===== config.mk =====
export PLATFORM = sky130hd
export DESIGN_NAME = lqrtr_ctrl
export DESIGN_NICKNAME = d
export VERILOG_FILES = /design/src/rtl/lqrtr_pkg.sv /design/src/rtl/lqrtr_ctrl.sv
export SDC_FILE = /design/constraint.sdc
export NUM_CORES = 1
export LEC_CHECK = 0
export BUFFER_PORTS_ARGS = -buffer_cell sky130_fd_sc_hd__buf_2
export CAP_MARGIN = 10
export CELL_PAD_IN_SITES_DETAIL_PLACEMENT = 1
export CELL_PAD_IN_SITES_GLOBAL_PLACEMENT = 1
export CORE_UTILIZATION = 40
export DETAILED_ROUTE_END_ITERATION = 12
export PLACE_DENSITY = 0.85
export SLEW_MARGIN = 40
export SYNTH_ARGS = -nofsm -noshare
export SYNTH_HDL_FRONTEND = slang
export SYNTH_SLANG_ARGS = --single-unit

===== constraint.sdc =====
create_clock -name clk -period 2.2 [get_ports clk]
set_input_delay 0.11 -clock clk [delete_from_list [all_inputs] [get_ports clk]]
set_output_delay 0.11 -clock clk [all_outputs]
set_load 0.03 [all_outputs]

===== src/rtl/lqrtr_pkg.sv =====
package lqrtr_pkg;

  // Field widths fixed by the interface
  localparam int IO_W   = 32;
  localparam int GAIN_W = 16;
  localparam int CNT_W  = 7;
  localparam int NUM_AXES = 3;

  // Q0.16 step constants: 0.2 and 0.02
  localparam logic signed [15:0] K_DT       = 16'sd13107;
  localparam logic signed [15:0] K_HALF_DT2 = 16'sd1311;

  // Fraction bits dropped after the gain product (Q4.12 gain)
  localparam int GAIN_FRAC = 12;
  localparam int DT_FRAC   = 16;

  // Register map, word index = paddr[4:2]
  typedef enum logic [2:0] {
    REG_GAIN_PX = 3'd0,
    REG_GAIN_VX = 3'd1,
    REG_GAIN_PY = 3'd2,
    REG_GAIN_VY = 3'd3,
    REG_GAIN_PZ = 3'd4,
    REG_GAIN_VZ = 3'd5,
    REG_STEPS   = 3'd6,
    REG_END_IDX = 3'd7
  } lqrtr_reg_t;

  localparam logic signed [GAIN_W-1:0] RST_GAIN_POS = 16'sd2121;
  localparam logic signed [GAIN_W-1:0] RST_GAIN_VEL = 16'sd4222;
  localparam logic [CNT_W-1:0]         RST_STEPS    = 7'd9;
  localparam logic [CNT_W-1:0]         RST_END_IDX  = 7'd5;

  // Controller to datapath commands, one enable per pipeline phase
  typedef struct packed {
    logic load;
    logic err_en;
    logic mul_en;
    logic u_en;
    logic prod_en;
    logic upd_en;
  } lqrtr_cmd_t;

endpackage


===== src/rtl/lqrtr_ctrl.sv =====
module lqrtr_ctrl import lqrtr_pkg::*; #(
  parameter int MAX_STEPS = 64
) (
  input  logic             clk,
  input  logic             rst_n,
  input  logic             start,
  input  logic [CNT_W-1:0] step_count,
  input  logic [CNT_W-1:0] end_index,
  output logic             busy,
  output lqrtr_cmd_t       cmd,
  output logic             out_valid,
  output logic             is_end_state,
  output logic             is_last
);

  typedef enum logic [2:0] {
    ST_IDLE,
    ST_ERR,
    ST_MUL,
    ST_U,
    ST_PROD,
    ST_UPD
  } state_t;

  localparam logic [CNT_W-1:0] MAX_C = CNT_W'(MAX_STEPS);

  state_t           state_r;
  logic [CNT_W-1:0] steps_r;
  logic [CNT_W-1:0] endi_r;
  logic [CNT_W-1:0] k_r;
  logic [CNT_W-1:0] k_nxt;
  logic [CNT_W-1:0] steps_c;
  logic [CNT_W-1:0] endi_c;
  logic             out_valid_r;
  logic             is_end_r;
  logic             is_last_r;

  // Clamp run length and end-state step at request time
  always_comb begin
    if (step_count == '0) begin
      steps_c = CNT_W'(1);
    end else if (step_count > MAX_C) begin
      steps_c = MAX_C;
    end else begin
      steps_c = step_count;
    end
    if (end_index == '0) begin
      endi_c = CNT_W'(1);
    end else if (end_index > steps_c) begin
      endi_c = steps_c;
    end else begin
      endi_c = end_index;
    end
  end

  assign k_nxt = k_r + CNT_W'(1);

  // Phase decode
  always_comb begin
    cmd         = '0;
    cmd.load    = (state_r == ST_IDLE) && start;
    cmd.err_en  = (state_r == ST_ERR);
    cmd.mul_en  = (state_r == ST_MUL);
    cmd.u_en    = (state_r == ST_U);
    cmd.prod_en = (state_r == ST_PROD);
    cmd.upd_en  = (state_r == ST_UPD);
  end

  // Sequencer: one step per pass through the five phases
  always_ff @(posedge clk) begin
    if (!rst_n) begin
      state_r     <= ST_IDLE;
      steps_r     <= '0;
      endi_r      <= '0;
      k_r         <= '0;
      out_valid_r <= 1'b0;
      is_end_r    <= 1'b0;
      is_last_r   <= 1'b0;
    end else begin
      out_valid_r <= (state_r == ST_UPD);
      case (state_r)
        ST_IDLE: begin
          if (start) begin
            steps_r <= steps_c;
            endi_r  <= endi_c;
            k_r     <= '0;
            state_r <= ST_ERR;
          end
        end
        ST_ERR:  state_r <= ST_MUL;
        ST_MUL:  state_r <= ST_U;
        ST_U:    state_r <= ST_PROD;
        ST_PROD: state_r <= ST_UPD;
        ST_UPD: begin
          k_r         <= k_nxt;
          is_end_r    <= (k_nxt == endi_r);
          is_last_r   <= (k_nxt == steps_r);
          state_r     <= (k_nxt == steps_r) ? ST_IDLE : ST_ERR;
        end
        default: state_r <= ST_IDLE;
      endcase
    end
  end

  assign busy         = (state_r != ST_IDLE);
  assign out_valid    = out_valid_r;
  assign is_end_state = is_end_r;
  assign is_last      = is_last_r;

endmodule


==> impl_results.md <==
- CP startpoint kind: flop
- Global-route usage over all layers: 23.0%
- GRT Max-Usage Layer: met2
- H-tree depth: 1
- CTS tree: done
- Pin count of the biggest net entering global routing: 25
- Post-synth ARST share: 0%
- Worst setup margin: ~0.22 ns
- Worst-case clock skew: 0.00809 ns
- Leading area contributor after synthesis: dfxtp_1
- Seq pwr share: 49.1%
- Max frequency: 505 MHz
- Slowest-stage cell, CP: dfxtp_1
- Fin crit share: 90.1%
- Post-synthesis sequential area ratio: 30.6%
- Switching share of total power: roughly 32%
- Place WS: 0.00129 ns
- Final wirelength: 4640 um
- Final core occ: between 40% and 50%
- Post-layout net count: 274
- # rows: 23
- Clk_lat worst skew: 0.28 ns
- Crit path time final: about 2.0 ns
- DRT iter0 DRCs: 46
- Syn avg cell area: 7.95 um^2
- Initial core utilization: 42.9%
- Die height: 68.4 um
- Max-cap violations: 0
- Setup TNS: 0 ns
- Vias: about 1,600
- Initial antenna violation count: 0
- Post-DRT Antenna Nets: 0
- IO Port Bufs: 26
- Placer Congestion: approximately 0.90
- Clock-pin slew on the worst setup and hold paths: about 0.10 ns
- Fin. max-slew vios: 0
- Post-synth EDFFs: 0
- Pwr dens: around 560 nW/um^2
- Peak supply drop: roughly 0.33 mV
- Syn Inst Count: 222
- Top FF cell, synth: dfxtp_1
- Core Area: 4120 um^2
- Hold Vio Cnt, Final: 0
- Combinational Power Share: between 20% and 30%
- Number of setup violations in the final report: 0
- Number of synthesized register bits: 27
- Clk root buf: clkbuf_8
- CP endpoint kind: flop
- Cell-internal power: 0.754 mW
- Crit Path Class: reg -> reg
- Clock Power Share: between 20% and 30%
- CP required: 2.41 ns
- Drt wl/cell: 15.6 um
- Vias in the first global route: 1,662
- Top cell type's share of synthesized area: 30.6%
- Status: finished, final reports clean
- Worst path buffer plus inverter count: 0
- DIE AREA: 4680 um^2
- GR Util met1: 27.2%
- Post-Syn Area: 1770 um^2
- # IOs: 27
- Post-detail-place hpwl: 3650 um
- Met2 Track Usage GR: 42.5%
- Yosys Warn Count: 0
- First-pass GRT wire length: 7880 um
- GRT Residual Overflow: 0
- Worst hold slack: 0.157 ns
- Crit path largest cell delay: 0.39 ns
- Vias per Instance: 5.34
- Least-Margin Pin Slew: approximately 0.46 ns
- CTS Buf Count: 3
- Critical path arrival: ~2.2 ns
- Psw: roughly 0.36 mW
- RSZ-0062 raised after global routing: false
- CTS Sinks: 27
- Relative slew slack: slightly below 70%
- Syn Nets: 247
- Die Width: 68.4 um
- Crit-path cells: ha_1 > and3_4 > nand3_4 > xor2_2 > xnor2_1 > nor4_2 > o2bb2ai_1
- Top delay family on crit path: simple AND/OR/NAND/NOR gates
- Max Buffers Root-to-Sink: 2
- Ant. Diodes: 0
- Worst min-delay path class: in -> reg
- Layout cell share with drive strength beyond 1: 18.1%
- Top cells by area, synth: dfxtp_1, nand2_1, ha_1
- Pre-Repair DR Iteration Count: 4
- Met3 GRT Util: between 4 and 5%
- Pleak: approximately 0.83 nW
- Area Growth Syn to Fin: 12.5%
- Number of library cell types mapped by synthesis: 41
- Critical path fanouts, max: 6
- DRC violations left: 0
[metal layers]
layer	routed length, um	vias to the layer above
met5	0	-
li1	-	806
met4	55	0
met3	89	7
met1	2070	760
met2	2420	19
[power by group through the flow]
| stage | clock network (mW) | logic [mW] | registers [mW] |
|---|---|---|---|
| final | 0.293 | 0.275 | 0.549 |
| after CTS | 0.299 | 0.276 | 0.549 |
| after global routing | 0.310 | 0.308 | 0.554 |
| after floorplan | 0 | 0.204 | 0.542 |
| after detailed placement | 0 | 0.273 | 0.560 |
| after global placement | 0 | 0.259 | 0.558 |
[synth_stat cells (4+ instances only)]
library cell and count:
buf_6 4, and2_1 4, nor2_1 9, xnor2_1 9, o21ai_0 16, inv_1 10
nand3_1 6, nand2_1 37, ha_1 8, nor2b_1 11, clkbuf_1 4, buf_2 4
nor3b_1 4, a21oi_1 14, xor2_1 7, mux2i_1 7, dfxtp_1 27, a21boi_0 8
nor3_1 7
[area by class of cell]
| class | instances | area, um^2 |
|---|---|---|
| fill | 523 | 2130 |
| multi-input combinational | 171 | 1100 |
| sequential | 27 | 541 |
| timing repair buffer | 34 | 190 |
| tap | 50 | 62.6 |
| clock buffer | 4 | 45.0 |
| inverter | 12 | 45.0 |
[state kept, by name, summed over array words and instances (netlist names)]
register	flops
steps_r	7
out_valid	1
state_r	3
endi_r	7
is_last	1
k_r	7
is_end_state	1
[cells by family after synthesis]
kind of cell | after synthesis | synth area share (%)
buf+inv | 24 | 7.09
simple gates | 91 | 26.9
mux | 8 | 4.61
fa+ha+maj | 8 | 5.67
xor+xnor | 17 | 8.86
flops | 27 | 30.6
compound gates | 47 | 16.2
[final timing paths]
check	slack (ns)	endpoint	depth (start not counted)	start
min	0.16	endi_r[3]	3	end_index[3]
max	0.22	is_last	7	k_r[1]
max reg2reg	0.22	is_last	7	k_r[1]
min reg2reg	0.49	endi_r[5]	2	endi_r[5]
[placed cells by master (no fill, tap or decap), types with 3 or more instances in the layout]
| cell | instances |
|---|---|
| a21boi_0 | 8 |
| a21oi_1 | 14 |
| and2_1 | 4 |
| buf_2 | 26 |
| buf_4 | 8 |
| clkbuf_8 | 3 |
| dfxtp_1 | 27 |
| ha_1 | 8 |
| inv_1 | 10 |
| mux2i_1 | 7 |
| nand2_1 | 36 |
| nand3_1 | 6 |
| nor2_1 | 9 |
| nor2b_1 | 11 |
| nor3_1 | 7 |
| nor3b_1 | 4 |
| o21ai_0 | 16 |
| xnor2_1 | 9 |
| xor2_1 | 7 |
[worst reg2reg max path: stages (launching register included)]
cell	delay, ns
dfxtp_1	0.39
ha_1	0.29
and3_4	0.25
nand3_4	0.09
xor2_2	0.24
xnor2_1	0.12
nor4_2	0.35
o2bb2ai_1	0.17
[metrics by stage]
stage               cell area (um^2)  instances  power (mW)
finish                          1990        298        1.12
global route                    1990        298        1.17
CTS                             1980        298        1.12
detailed placement              1940        294       0.833
global placement                1940        294       0.817
floorplan                       1770        222       0.746
[repair_timing]
action	in CTS	in global routing
hold endpoints to repair	0	0
endpoints found under the setup margin	0	3
hold buffers	0	0
buffers inserted	0	0
resized for setup	0	2
No activity file was read; power rests on OpenSTA's default activity.
